### config.mk
export PLATFORM = sky130hd
export DESIGN_NAME = source_tokenizer_unit
export DESIGN_NICKNAME = d
export VERILOG_FILES = /design/src/sv/stok_pkg.sv /design/src/sv/stok_front.sv /design/src/sv/stok_queue.sv /design/src/sv/stok_back.sv /design/src/sv/source_tokenizer_unit.sv
export VERILOG_INCLUDE_DIRS = /design/src /design/src/sv
export SDC_FILE = /design/constraint.sdc
export NUM_CORES = 2
export LEC_CHECK = 0
export ABC_AREA = 0
export BUFFER_PORTS_ARGS = -buffer_cell sky130_fd_sc_hd__buf_4
export CORE_AREA = 2 2 426 428
export CTS_CLUSTER_SIZE = 12
export DETAILED_ROUTE_END_ITERATION = 8
export DIE_AREA = 0 0 428 430
export SYNTH_ARGS = -nofsm -noshare
export SYNTH_HDL_FRONTEND = slang
export SYNTH_SLANG_ARGS = --single-unit
export TNS_END_PERCENT = 5
### constraint.sdc
create_clock -name clk -period 28 [get_ports clk]
set_clock_uncertainty 0.15 [all_clocks]
set_input_delay 2.8 -clock clk [delete_from_list [all_inputs] [get_ports clk]]
set_output_delay 2.8 -clock clk [all_outputs]
set_load 0.03 [all_outputs]
### src/sv/source_tokenizer_unit_assert.svh
// Assertion macros shared by the tokenizer modules.
// Each macro expects a clock named clk and an active-low reset named rst_n.
`ifndef SOURCE_TOKENIZER_UNIT_ASSERT_SVH
`define SOURCE_TOKENIZER_UNIT_ASSERT_SVH
`ifndef ASSERT_OFF
`define STOK_ASSERT_ALWAYS(lbl, expr) \
  lbl: assert property (@(posedge clk) disable iff (!rst_n) (expr)) \
    else $error("tokenizer check failed");
`define STOK_ASSERT_NEXT(lbl, ante, cons) \
  lbl: assert property (@(posedge clk) disable iff (!rst_n) (ante) |=> (cons)) \
    else $error("tokenizer check failed");
`else
`define STOK_ASSERT_ALWAYS(lbl, expr)
`define STOK_ASSERT_NEXT(lbl, ante, cons)
`endif
`endif

### src/sv/stok_pkg.sv
`timescale 1ns / 1ps
package stok_pkg;

  localparam int POSITION_WIDTH_DEF = 32;
  localparam int LENGTH_WIDTH_DEF   = 16;

  // Token class codes.
  localparam logic [5:0] C_LPAREN    = 6'd0;
  localparam logic [5:0] C_RPAREN    = 6'd1;
  localparam logic [5:0] C_LBRACE    = 6'd2;
  localparam logic [5:0] C_RBRACE    = 6'd3;
  localparam logic [5:0] C_SEMI      = 6'd4;
  localparam logic [5:0] C_COLON     = 6'd5;
  localparam logic [5:0] C_PLUS      = 6'd6;
  localparam logic [5:0] C_DASH      = 6'd7;
  localparam logic [5:0] C_STAR      = 6'd8;
  localparam logic [5:0] C_SLASH     = 6'd9;
  localparam logic [5:0] C_EQUALS    = 6'd10;
  localparam logic [5:0] C_ISEQ      = 6'd11;
  localparam logic [5:0] C_LESS      = 6'd12;
  localparam logic [5:0] C_LESSEQ    = 6'd13;
  localparam logic [5:0] C_GREATER   = 6'd14;
  localparam logic [5:0] C_GREATEREQ = 6'd15;
  localparam logic [5:0] C_NOTEQ     = 6'd16;
  localparam logic [5:0] C_INT       = 6'd17;
  localparam logic [5:0] C_FLOAT     = 6'd18;
  localparam logic [5:0] C_BOOLLIT   = 6'd19;
  localparam logic [5:0] C_CHARLIT   = 6'd20;
  localparam logic [5:0] C_RETURN    = 6'd21;
  localparam logic [5:0] C_FN        = 6'd22;
  localparam logic [5:0] C_LET       = 6'd23;
  localparam logic [5:0] C_I32       = 6'd24;
  localparam logic [5:0] C_I8        = 6'd25;
  localparam logic [5:0] C_F64       = 6'd26;
  localparam logic [5:0] C_BOOL      = 6'd27;
  localparam logic [5:0] C_CHAR      = 6'd28;
  localparam logic [5:0] C_IF        = 6'd29;
  localparam logic [5:0] C_ELSE      = 6'd30;
  localparam logic [5:0] C_IDENT     = 6'd31;
  localparam logic [5:0] C_END       = 6'd32;
  localparam logic [5:0] C_UNKNOWN   = 6'd33;

  localparam int KW_COUNT = 12;

  // Keyword text, first character in the low byte.
  localparam logic [47:0] KW_TEXT [KW_COUNT] = '{
    48'h6e7275746572, 48'h6e66, 48'h74656c, 48'h323369, 48'h3869, 48'h343666,
    48'h6c6f6f62, 48'h72616863, 48'h6669, 48'h65736c65, 48'h65757274,
    48'h65736c6166
  };
  localparam logic [31:0] KW_LEN [KW_COUNT] = '{
    32'd6, 32'd2, 32'd3, 32'd3, 32'd2, 32'd3, 32'd4, 32'd4, 32'd2, 32'd4, 32'd4, 32'd5
  };
  localparam logic [5:0] KW_CLS [KW_COUNT] = '{
    C_RETURN, C_FN, C_LET, C_I32, C_I8, C_F64, C_BOOL, C_CHAR, C_IF, C_ELSE,
    C_BOOLLIT, C_BOOLLIT
  };

  typedef struct packed {
    logic [7:0] byte_value;
    logic       is_last;
  } in_item_t;

  typedef struct packed {
    logic [5:0]  token_class;
    logic [31:0] text_start;
    logic [15:0] text_length;
    logic [23:0] line_number;
    logic [15:0] column_number;
  } token_t;

  typedef struct packed {
    logic [5:0]  token_class;
    logic [31:0] text_start;
    logic [15:0] text_length;
    logic [23:0] line_number;
    logic [15:0] column_number;
    logic        final_of_run;
  } out_item_t;

  // All tokens caused by one byte.
  typedef struct packed {
    logic [1:0]       count;
    token_t [2:0]     tok;
  } bundle_t;

  typedef struct packed {
    logic full;
    logic empty;
  } q_stat_t;

  function automatic logic is_digit(input logic [7:0] b);
    return b >= 8'h30 && b <= 8'h39;
  endfunction

  function automatic logic is_word(input logic [7:0] b);
    return is_digit(b) || (b >= 8'h61 && b <= 8'h7a) || (b >= 8'h41 && b <= 8'h5a) ||
           b == 8'h5f || b == 8'h22 || b == 8'h27;
  endfunction

  // Returns {hit, class} for the single-character symbols.
  function automatic logic [6:0] sym_lookup(input logic [7:0] b);
    logic [6:0] r;
    r = '0;
    case (b)
      8'h28: r = {1'b1, C_LPAREN};
      8'h29: r = {1'b1, C_RPAREN};
      8'h7b: r = {1'b1, C_LBRACE};
      8'h7d: r = {1'b1, C_RBRACE};
      8'h3b: r = {1'b1, C_SEMI};
      8'h3a: r = {1'b1, C_COLON};
      8'h2b: r = {1'b1, C_PLUS};
      8'h2d: r = {1'b1, C_DASH};
      8'h2a: r = {1'b1, C_STAR};
      8'h2f: r = {1'b1, C_SLASH};
      default: r = '0;
    endcase
    return r;
  endfunction

  // Returns {hit, class}; the first matching keyword wins.
  function automatic logic [6:0] kw_lookup(input logic [31:0] n, input logic [47:0] p);
    logic [6:0] r;
    r = '0;
    for (int i = KW_COUNT - 1; i >= 0; i--) begin
      if (n == KW_LEN[i] && p == KW_TEXT[i]) r = {1'b1, KW_CLS[i]};
    end
    return r;
  endfunction

endpackage

### src/sv/stok_front.sv
`timescale 1ns / 1ps
module stok_front #(
  parameter int POSITION_WIDTH = stok_pkg::POSITION_WIDTH_DEF,
  parameter int LENGTH_WIDTH   = stok_pkg::LENGTH_WIDTH_DEF
) (
  input  logic               clk,
  input  logic               rst_n,
  input  logic               in_valid,
  output logic               in_ready,
  input  stok_pkg::in_item_t in_data,
  input  stok_pkg::q_stat_t  q_stat,
  output logic               push,
  output stok_pkg::bundle_t  push_data
);
  import stok_pkg::*;

  localparam logic [2:0] M_IDLE   = 3'd0;
  localparam logic [2:0] M_NUMBER = 3'd1;
  localparam logic [2:0] M_WORD   = 3'd2;
  localparam logic [2:0] M_OPER   = 3'd3;
  localparam logic [2:0] M_DONE   = 3'd4;

  localparam logic [7:0] CH_EQ    = 8'h3d;
  localparam logic [7:0] CH_LT    = 8'h3c;
  localparam logic [7:0] CH_GT    = 8'h3e;
  localparam logic [7:0] CH_BANG  = 8'h21;
  localparam logic [7:0] CH_DOT   = 8'h2e;
  localparam logic [7:0] CH_QUOTE = 8'h27;
  localparam logic [7:0] CH_SP    = 8'h20;
  localparam logic [7:0] CH_TAB   = 8'h09;
  localparam logic [7:0] CH_NL    = 8'h0a;

  logic [2:0]                mode_r, mode_nxt;
  logic [POSITION_WIDTH-1:0] pos_r, pos_nxt;
  logic [23:0]               line_r, line_nxt;
  logic [15:0]               col_r, col_nxt;
  logic [POSITION_WIDTH-1:0] begin_r, begin_nxt;
  logic [LENGTH_WIDTH-1:0]   cnt_r, cnt_nxt;
  logic                      dot_r, dot_nxt;
  logic [47:0]               prefix_r, prefix_nxt;
  logic                      sq_r, sq_nxt;
  logic                      eq_r, eq_nxt;
  logic                      fire;

  function automatic token_t make_tok(input logic [5:0] c, input logic [POSITION_WIDTH-1:0] s,
                                      input logic [LENGTH_WIDTH-1:0] l,
                                      input logic [23:0] ln, input logic [15:0] cl);
    token_t   t;
    logic [63:0] s64;
    logic [31:0] l32;
    s64 = 64'(s);
    l32 = 32'(l);
    t.token_class   = c;
    t.text_start    = s64[31:0];
    t.text_length   = l32[15:0];
    t.line_number   = ln;
    t.column_number = cl;
    return t;
  endfunction

  // Token for whatever is pending in the given scan state.
  function automatic token_t flush_tok(input logic [2:0] m, input logic [POSITION_WIDTH-1:0] bg,
                                       input logic [LENGTH_WIDTH-1:0] n, input logic dt,
                                       input logic [47:0] p, input logic s, input logic e,
                                       input logic [23:0] ln, input logic [15:0] cl);
    token_t t;
    logic [6:0] kw;
    logic [POSITION_WIDTH-1:0] bg1;
    kw  = kw_lookup(32'(n), p);
    bg1 = bg + POSITION_WIDTH'(1);
    t   = make_tok(C_UNKNOWN, bg, '0, ln, cl);
    if (m == M_NUMBER) begin
      t = make_tok(dt ? C_FLOAT : C_INT, bg, n, ln, cl);
    end else if (m == M_WORD) begin
      if (kw[6]) begin
        t = make_tok(kw[5:0], bg, n, ln, cl);
      end else if (s && e) begin
        if (n == LENGTH_WIDTH'(3)) t = make_tok(C_CHARLIT, bg1, LENGTH_WIDTH'(1), ln, cl);
        else if (n == LENGTH_WIDTH'(4)) t = make_tok(C_CHARLIT, bg1, LENGTH_WIDTH'(2), ln, cl);
        else t = make_tok(C_CHARLIT, bg, '0, ln, cl);
      end else begin
        t = make_tok(C_IDENT, bg, n, ln, cl);
      end
    end else begin
      if (p[7:0] == CH_EQ) t = make_tok(C_EQUALS, bg, LENGTH_WIDTH'(1), ln, cl);
      else if (p[7:0] == CH_LT) t = make_tok(C_LESS, bg, LENGTH_WIDTH'(1), ln, cl);
      else if (p[7:0] == CH_GT) t = make_tok(C_GREATER, bg, LENGTH_WIDTH'(1), ln, cl);
    end
    return t;
  endfunction

  function automatic logic pending(input logic [2:0] m);
    return m == M_NUMBER || m == M_WORD || m == M_OPER;
  endfunction

  assign in_ready = !q_stat.full;
  assign fire     = in_valid && in_ready;

  // One byte of scanning: next state and the tokens the byte causes.
  always_comb begin
    logic [7:0]  b;
    logic        taken;
    logic [1:0]  nt;
    logic [6:0]  sym;
    logic [5:0]  ocls;
    token_t [2:0] tk;
    b          = in_data.byte_value;
    taken      = 1'b0;
    nt         = 2'd0;
    tk         = '0;
    sym        = sym_lookup(b);
    ocls       = C_NOTEQ;
    mode_nxt   = mode_r;
    pos_nxt    = pos_r;
    line_nxt   = line_r;
    col_nxt    = col_r;
    begin_nxt  = begin_r;
    cnt_nxt    = cnt_r;
    dot_nxt    = dot_r;
    prefix_nxt = prefix_r;
    sq_nxt     = sq_r;
    eq_nxt     = eq_r;
    if (fire && mode_r != M_DONE) begin
      if (b == 8'h00) begin
        if (pending(mode_r)) begin
          tk[nt] = flush_tok(mode_r, begin_r, cnt_r, dot_r, prefix_r, sq_r, eq_r, line_r, col_r);
          nt = nt + 2'd1;
        end
        tk[nt] = make_tok(C_END, pos_r, '0, line_r, col_r);
        nt = nt + 2'd1;
        mode_nxt = M_DONE;
      end else begin
        // Every nonzero byte is consumed exactly once.
        pos_nxt = pos_r + POSITION_WIDTH'(1);
        if (b == CH_NL) begin
          if (line_r != 24'hFFFFFF) line_nxt = line_r + 24'd1;
          col_nxt = '0;
        end else if (col_r != 16'hFFFF) begin
          col_nxt = col_r + 16'd1;
        end

        // Continue or close the pending token.
        if (mode_r == M_OPER) begin
          if (b == CH_EQ) begin
            if (prefix_r[7:0] == CH_EQ) ocls = C_ISEQ;
            else if (prefix_r[7:0] == CH_LT) ocls = C_LESSEQ;
            else if (prefix_r[7:0] == CH_GT) ocls = C_GREATEREQ;
            tk[nt] = make_tok(ocls, begin_r, LENGTH_WIDTH'(2), line_nxt, col_nxt);
            nt = nt + 2'd1;
            mode_nxt = M_IDLE;
            taken = 1'b1;
          end
        end else if (mode_r == M_NUMBER) begin
          if (is_digit(b) || b == CH_DOT) begin
            if (b == CH_DOT) dot_nxt = 1'b1;
            if (cnt_r != '1) cnt_nxt = cnt_r + LENGTH_WIDTH'(1);
            taken = 1'b1;
          end
        end else if (mode_r == M_WORD) begin
          if (is_word(b)) begin
            if (cnt_r < LENGTH_WIDTH'(6)) prefix_nxt[8*cnt_r[2:0] +: 8] = b;
            eq_nxt = (b == CH_QUOTE);
            if (cnt_r != '1) cnt_nxt = cnt_r + LENGTH_WIDTH'(1);
            taken = 1'b1;
          end
        end
        if (!taken && pending(mode_r)) begin
          tk[nt] = flush_tok(mode_r, begin_r, cnt_r, dot_r, prefix_r, sq_r, eq_r, line_r, col_r);
          nt = nt + 2'd1;
          mode_nxt = M_IDLE;
        end

        // Classify a byte that starts something new.
        if (!taken) begin
          if (b == CH_SP || b == CH_TAB || b == CH_NL) begin
            mode_nxt = M_IDLE;
          end else if (sym[6]) begin
            tk[nt] = make_tok(sym[5:0], pos_r, LENGTH_WIDTH'(1), line_nxt, col_nxt);
            nt = nt + 2'd1;
          end else if (b == CH_EQ || b == CH_LT || b == CH_GT || b == CH_BANG) begin
            begin_nxt  = pos_r;
            cnt_nxt    = LENGTH_WIDTH'(1);
            dot_nxt    = 1'b0;
            prefix_nxt = {40'd0, b};
            sq_nxt     = 1'b0;
            eq_nxt     = 1'b0;
            mode_nxt   = M_OPER;
          end else if (is_digit(b) || b == CH_DOT) begin
            begin_nxt  = pos_r;
            cnt_nxt    = LENGTH_WIDTH'(1);
            dot_nxt    = (b == CH_DOT);
            prefix_nxt = '0;
            sq_nxt     = 1'b0;
            eq_nxt     = 1'b0;
            mode_nxt   = M_NUMBER;
          end else if (is_word(b)) begin
            begin_nxt  = pos_r;
            cnt_nxt    = LENGTH_WIDTH'(1);
            dot_nxt    = 1'b0;
            prefix_nxt = {40'd0, b};
            sq_nxt     = (b == CH_QUOTE);
            eq_nxt     = (b == CH_QUOTE);
            mode_nxt   = M_WORD;
          end else begin
            tk[nt] = make_tok(C_UNKNOWN, pos_r, '0, line_nxt, col_nxt);
            nt = nt + 2'd1;
          end
        end

        // The last byte flushes what it leaves pending and ends the stream.
        if (in_data.is_last) begin
          if (pending(mode_nxt)) begin
            tk[nt] = flush_tok(mode_nxt, begin_nxt, cnt_nxt, dot_nxt, prefix_nxt, sq_nxt,
                               eq_nxt, line_nxt, col_nxt);
            nt = nt + 2'd1;
          end
          tk[nt] = make_tok(C_END, pos_nxt, '0, line_nxt, col_nxt);
          nt = nt + 2'd1;
          mode_nxt = M_DONE;
        end
      end
    end
    push_data.count = nt;
    push_data.tok   = tk;
    push            = nt != 2'd0;
  end

  // Scan state registers.
  always_ff @(posedge clk) begin
    if (!rst_n) begin
      mode_r   <= M_IDLE;
      pos_r    <= '0;
      line_r   <= '0;
      col_r    <= '0;
      begin_r  <= '0;
      cnt_r    <= '0;
      dot_r    <= 1'b0;
      prefix_r <= '0;
      sq_r     <= 1'b0;
      eq_r     <= 1'b0;
    end else begin
      mode_r   <= mode_nxt;
      pos_r    <= pos_nxt;
      line_r   <= line_nxt;
      col_r    <= col_nxt;
      begin_r  <= begin_nxt;
      cnt_r    <= cnt_nxt;
      dot_r    <= dot_nxt;
      prefix_r <= prefix_nxt;
      sq_r     <= sq_nxt;
      eq_r     <= eq_nxt;
    end
  end

endmodule

### src/sv/stok_queue.sv
`timescale 1ns / 1ps
module stok_queue (
  input  logic              clk,
  input  logic              rst_n,
  input  logic              push,
  input  stok_pkg::bundle_t push_data,
  input  logic              pop,
  output stok_pkg::bundle_t head,
  output stok_pkg::q_stat_t q_stat
);
  import stok_pkg::*;

  `include "source_tokenizer_unit_assert.svh"

  bundle_t    mem_r [2];
  logic       wr_r, rd_r;
  logic [1:0] fill_r;

  assign head         = mem_r[rd_r];
  assign q_stat.full  = fill_r == 2'd2;
  assign q_stat.empty = fill_r == 2'd0;

  // Bundle storage; payload needs no reset.
  always_ff @(posedge clk) begin
    if (push) mem_r[wr_r] <= push_data;
  end

  // Pointers and fill level.
  always_ff @(posedge clk) begin
    if (!rst_n) begin
      wr_r   <= 1'b0;
      rd_r   <= 1'b0;
      fill_r <= 2'd0;
    end else begin
      if (push) wr_r <= !wr_r;
      if (pop) rd_r <= !rd_r;
      fill_r <= fill_r + {1'b0, push} - {1'b0, pop};
    end
  end

  `STOK_ASSERT_ALWAYS(a_fill_bound, fill_r <= 2'd2)
  `STOK_ASSERT_ALWAYS(a_no_pop_empty, !(pop && q_stat.empty))
  `STOK_ASSERT_ALWAYS(a_no_push_full, !(push && q_stat.full))
  `STOK_ASSERT_NEXT(a_push_visible, push && !pop, !q_stat.empty)

endmodule

### src/sv/stok_back.sv
`timescale 1ns / 1ps
module stok_back (
  input  logic                clk,
  input  logic                rst_n,
  input  stok_pkg::bundle_t   head,
  input  stok_pkg::q_stat_t   q_stat,
  output logic                pop,
  output logic                out_valid,
  input  logic                out_ready,
  output stok_pkg::out_item_t out_data
);
  import stok_pkg::*;

  `include "source_tokenizer_unit_assert.svh"

  logic [1:0] idx_r;
  logic       last_tok;
  token_t     cur;

  assign cur       = head.tok[idx_r];
  assign last_tok  = idx_r == head.count - 2'd1;
  assign out_valid = !q_stat.empty;
  assign pop       = out_valid && out_ready && last_tok;

  assign out_data.token_class   = cur.token_class;
  assign out_data.text_start    = cur.text_start;
  assign out_data.text_length   = cur.text_length;
  assign out_data.line_number   = cur.line_number;
  assign out_data.column_number = cur.column_number;
  assign out_data.final_of_run  = last_tok;

  // Walk through the tokens of the head bundle.
  always_ff @(posedge clk) begin
    if (!rst_n) begin
      idx_r <= 2'd0;
    end else if (out_valid && out_ready) begin
      idx_r <= last_tok ? 2'd0 : idx_r + 2'd1;
    end
  end

  `STOK_ASSERT_ALWAYS(a_idx_in_bundle, q_stat.empty || idx_r < head.count)
  `STOK_ASSERT_ALWAYS(a_idx_zero_idle, !q_stat.empty || idx_r == 2'd0)
  `STOK_ASSERT_NEXT(a_step_index, out_valid && out_ready && !last_tok, idx_r != 2'd0)

endmodule

### src/sv/source_tokenizer_unit.sv
`timescale 1ns / 1ps
// Streaming source tokenizer. One source byte is accepted per cycle while
// in_ready is high; each byte yields zero to three tokens, delivered one per
// cycle on the result channel while out_ready is high, with final_of_run set
// on the last token a byte causes. A byte's tokens go into a two-entry queue,
// so in_ready falls only when that queue is full, which happens when bytes
// cause tokens faster than the result side takes them. A token is delivered
// at the earliest in the cycle after its byte is accepted. After a zero byte
// or a byte marked is_last the block ignores all input until reset.
module source_tokenizer_unit #(
  parameter int POSITION_WIDTH = stok_pkg::POSITION_WIDTH_DEF,
  parameter int LENGTH_WIDTH   = stok_pkg::LENGTH_WIDTH_DEF
) (
  input  logic                clk,
  input  logic                rst_n,
  input  logic                in_valid,
  output logic                in_ready,
  input  stok_pkg::in_item_t  in_data,
  output logic                out_valid,
  input  logic                out_ready,
  output stok_pkg::out_item_t out_data
);
  import stok_pkg::*;

  q_stat_t q_stat;
  logic    push, pop;
  bundle_t push_data, head;

  stok_front #(
    .POSITION_WIDTH(POSITION_WIDTH),
    .LENGTH_WIDTH  (LENGTH_WIDTH)
  ) u_front (
    .clk      (clk),
    .rst_n    (rst_n),
    .in_valid (in_valid),
    .in_ready (in_ready),
    .in_data  (in_data),
    .q_stat   (q_stat),
    .push     (push),
    .push_data(push_data)
  );

  stok_queue u_queue (
    .clk      (clk),
    .rst_n    (rst_n),
    .push     (push),
    .push_data(push_data),
    .pop      (pop),
    .head     (head),
    .q_stat   (q_stat)
  );

  stok_back u_back (
    .clk      (clk),
    .rst_n    (rst_n),
    .head     (head),
    .q_stat   (q_stat),
    .pop      (pop),
    .out_valid(out_valid),
    .out_ready(out_ready),
    .out_data (out_data)
  );

endmodule

==> metrics.md <==
| Metric | Value |
|---|---|
| Worst-Margin Slew | `1.35 ns` |
| Synthesis-stage register bit count | `~750` |
| CP arrival | `10.62 ns` |
| Gr usage total | `18.2%` |
| TritonCTS Buffers | `84` |
| Die height | `430 microns` |
| Reg clk slew, reported paths | `0.07 ns` |
| Initial DRT Pass Iterations | `6` |
| Achievable Freq | `95.6 MHz` |
| Static Leak | `around 16 nW` |
| Cell count after synthesis | `around 4600` |
| Post-synth EDFFs | `568` |
| Setup violators final | `0` |
| DR vias/cell | `5.52` |
| Type of the worst setup path | `in -> reg` |
| Synth Flop Type | `edfxtp_1` |
| Core area | `approximately 0.18 sq mm` |
| Share of the synthesized area in the top cell type | `between 30% and 40%` |
| Final-report hold violation count | `0` |
| Count leader, synth | `edfxtp_1` |
| Routed WL per cell | `24.9 microns` |
| Vias in the first global route | `36272` |
| Min cycle time layout | `10.46 ns` |
| Design area | `slightly above 0.05 sq mm` |
| Seq/Total Area, Yosys | `46.4%` |
| Pwr/cell area | `69.3 mW/mm^2` |
| Max-Cap Viols | `0` |
| Post-CTS Resized | `0` |
| Endpoint type of the worst setup path | `flop` |
| Final Slew Violations | `0` |
| Initial DRC Count | `between 5000 and 6000` |
| CTS Sinks | `749` |
| RSZ-0062 raised after global routing | `no` |
| Rows | `156` |
| CTS root buffer | `clkbuf_16` |
| FILL cells | `18786` |
| Total negative slack | `0 ns` |
| Rel. slew slack | `9.28%` |
| NumNets Final | `~4600` |
| Clock Path Buffers | `3` |
| Largest net degree at the start of global routing | `111` |
| WP data required | `28.16 ns` |
| Worst-Skew Late Latency | `roughly 0.72 ns` |
| Commonest cells in the netlist | `568 x edfxtp_1, 479 x nand2_1, 402 x nor2_1` |
| Post-Place Cells | `6818` |
| Post CTS Setup Buffer Count | `0` |
| Cell variety after synth | `106` |
| Net Count, Synth | `4658` |
| Gpl congestion | `0.958` |
| Post-DP HPWL | `124000 microns` |
| Initial antenna violation count | `5` |
| Mapped Area | `0.0445 sq mm` |
| Synth warn | `0` |
| DRT antenna net count | `0` |
| Tightest Hold Check Type | `reg -> reg` |
| Vias | `38475` |
| Final Hold Slack | `0.323 ns` |
| CP Launch Type | `input port` |
| Top post-synthesis cells by area | `edfxtp_1 38%, dfxtp_1 8.1%, mux4_2 4.8%, nand2_1 4.0%, nor2_1 3.4%` |
| Detailed Route WL | `around 170000 microns` |
| Total Die Area | `0.184 sq mm` |
| Io pins | `between 100 and 150` |
| Htree depth | `3` |
| Die outline width | `428 microns` |
| Post-synth ARST share | `0%` |
| Cell Area, Placed | `0.0478 sq mm` |
| Worst-path fanout max | `69` |
| Status | `finished, final reports clean` |
| Total global routing overflow | `0` |
| Total power | `roughly 0.0035 W` |
| First-pass GRT wire length | `about 250000 microns` |
| Non-Filler Instances | `6974` |
| Cts hold-fix bufs | `0` |
| Synth area leader | `edfxtp_1` |
| Drt drc | `0` |
| Final period util | `37.3%` |
| # port buffers | `109` |
| Initial Utilization | `approximately 25%` |
| Layout cells sized above 1 | `11.8%` |
| CTS tree | `built` |
| Area Growth Syn to Fin | `13.3%` |
| Syn_area_per_cell | `9.63 sq um` |
| Worst VDD drop | `0.0542 mV` |
==> state kept, by name, summed over array words and instances (netlist names), 2 cells and up, named ones only <==
signal and cells:
u_front.begin_r 32, u_back.idx_r 2, u_front.pos_r 32, u_front.prefix_r 48
u_front.line_r 24, u_queue.fill_r 2, u_front.mode_r 3, u_front.cnt_r 16
u_queue.mem_r 568, u_front.col_r 16
==> metal layers <==
metal / track usage [%] / wire length [microns]
met5: 0 / 20
met4: 6.76 / 6400
met3: 2.98 / 13500
met2: 29.8 / 81200
met1: 24.2 / 72700
==> power breakdown <==
group	total [W]	leakage (nW)	internal (W)	switching, W
Combinational	0.000996	7.74	0.000311	0.000685
Sequential	0.00141	6.96	0.00136	0.0000510
Clock	0.00109	1.30	0.000612	0.000481
==> worst max-delay path, cell delays in order <==
cell	delay, ns
buf_4	0.24
or4_4	0.63
o221ai_2	0.28
o211a_1	0.35
nand2_1	0.11
buf_4	0.25
nor2_1	0.16
nand2_1	0.27
buf_4	0.32
ha_1	0.31
nand2_1	0.51
o21ai_0	0.40
inv_1	0.19
ha_1	0.25
nor2_1	0.13
a21oi_1	0.11
ha_1	0.36
nand2_1	0.05
o21ai_0	0.10
o21ai_0	0.14
inv_1	0.14
nor2_1	0.12
nor2b_4	0.56
buf_4	0.85
buf_4	0.84
==> logic make-up (layout without fill, tap and decap cells) <==
| family | after synthesis | in the layout | share of synthesized area, % |
|---|---|---|---|
| simple gates | 1755 | 1755 | 19.8 |
| compound gates | 1162 | 1162 | 17.2 |
| flops | 749 | 749 | 46.4 |
| buf+inv | 537 | 517 | 4.69 |
| mux | 241 | 241 | 8.11 |
| xor+xnor | 157 | 157 | 3.10 |
| fa+ha+maj | 22 | 22 | 0.618 |
| other cells | 0 | 1 | 0 |
==> layout make-up <==
| type | instances | area [sq um] | area share (%) |
|---|---|---|---|
| antenna | 1 | 2.50 | 0.00496 |
| tap | 2370 | 2970 | 5.88 |
| clock buffer | 116 | 2260 | 4.48 |
| clock inverter | 39 | 442 | 0.875 |
| sequential | 749 | 20700 | 41.0 |
| timing repair buffer | 220 | 1680 | 3.32 |
| inverter | 142 | 533 | 1.06 |
| multi-input combinational | 3337 | 21900 | 43.4 |
==> final timing paths <==
path,cells past startpoint,start,end,slack [ns]
max,25,in_data[4],u_queue.mem_r[1][176],17.54
min,2,u_front.prefix_r[44],u_front.prefix_r[44],0.32
max reg2reg,24,u_front.mode_r[2],u_queue.mem_r[1][176],19.15
min reg2reg,2,u_front.prefix_r[44],u_front.prefix_r[44],0.32
==> per-stage QoR <==
| step | setup WS, ns | utilization, % |
|---|---|---|
| after CTS | 17.67 | 28.1 |
| final | 17.54 | 28.1 |
| after detailed placement | 16.94 | 26.6 |
| after global routing | 17.03 | 28.1 |
| after global placement | 16.87 | 26.6 |
| after floorplan | 7.77 | - |
==> cells in the final DEF, fill, tap and decap left out, types with 141 or more instances in the layout <==
| cell type | count |
|---|---|
| a21oi_1 | 224 |
| edfxtp_1 | 568 |
| nand2_1 | 478 |
| o21ai_0 | 254 |
| nand3_1 | 165 |
| buf_4 | 218 |
| nor2_1 | 395 |
| dfxtp_1 | 178 |
| inv_1 | 141 |
No activity file was read; power rests on OpenSTA's default activity.
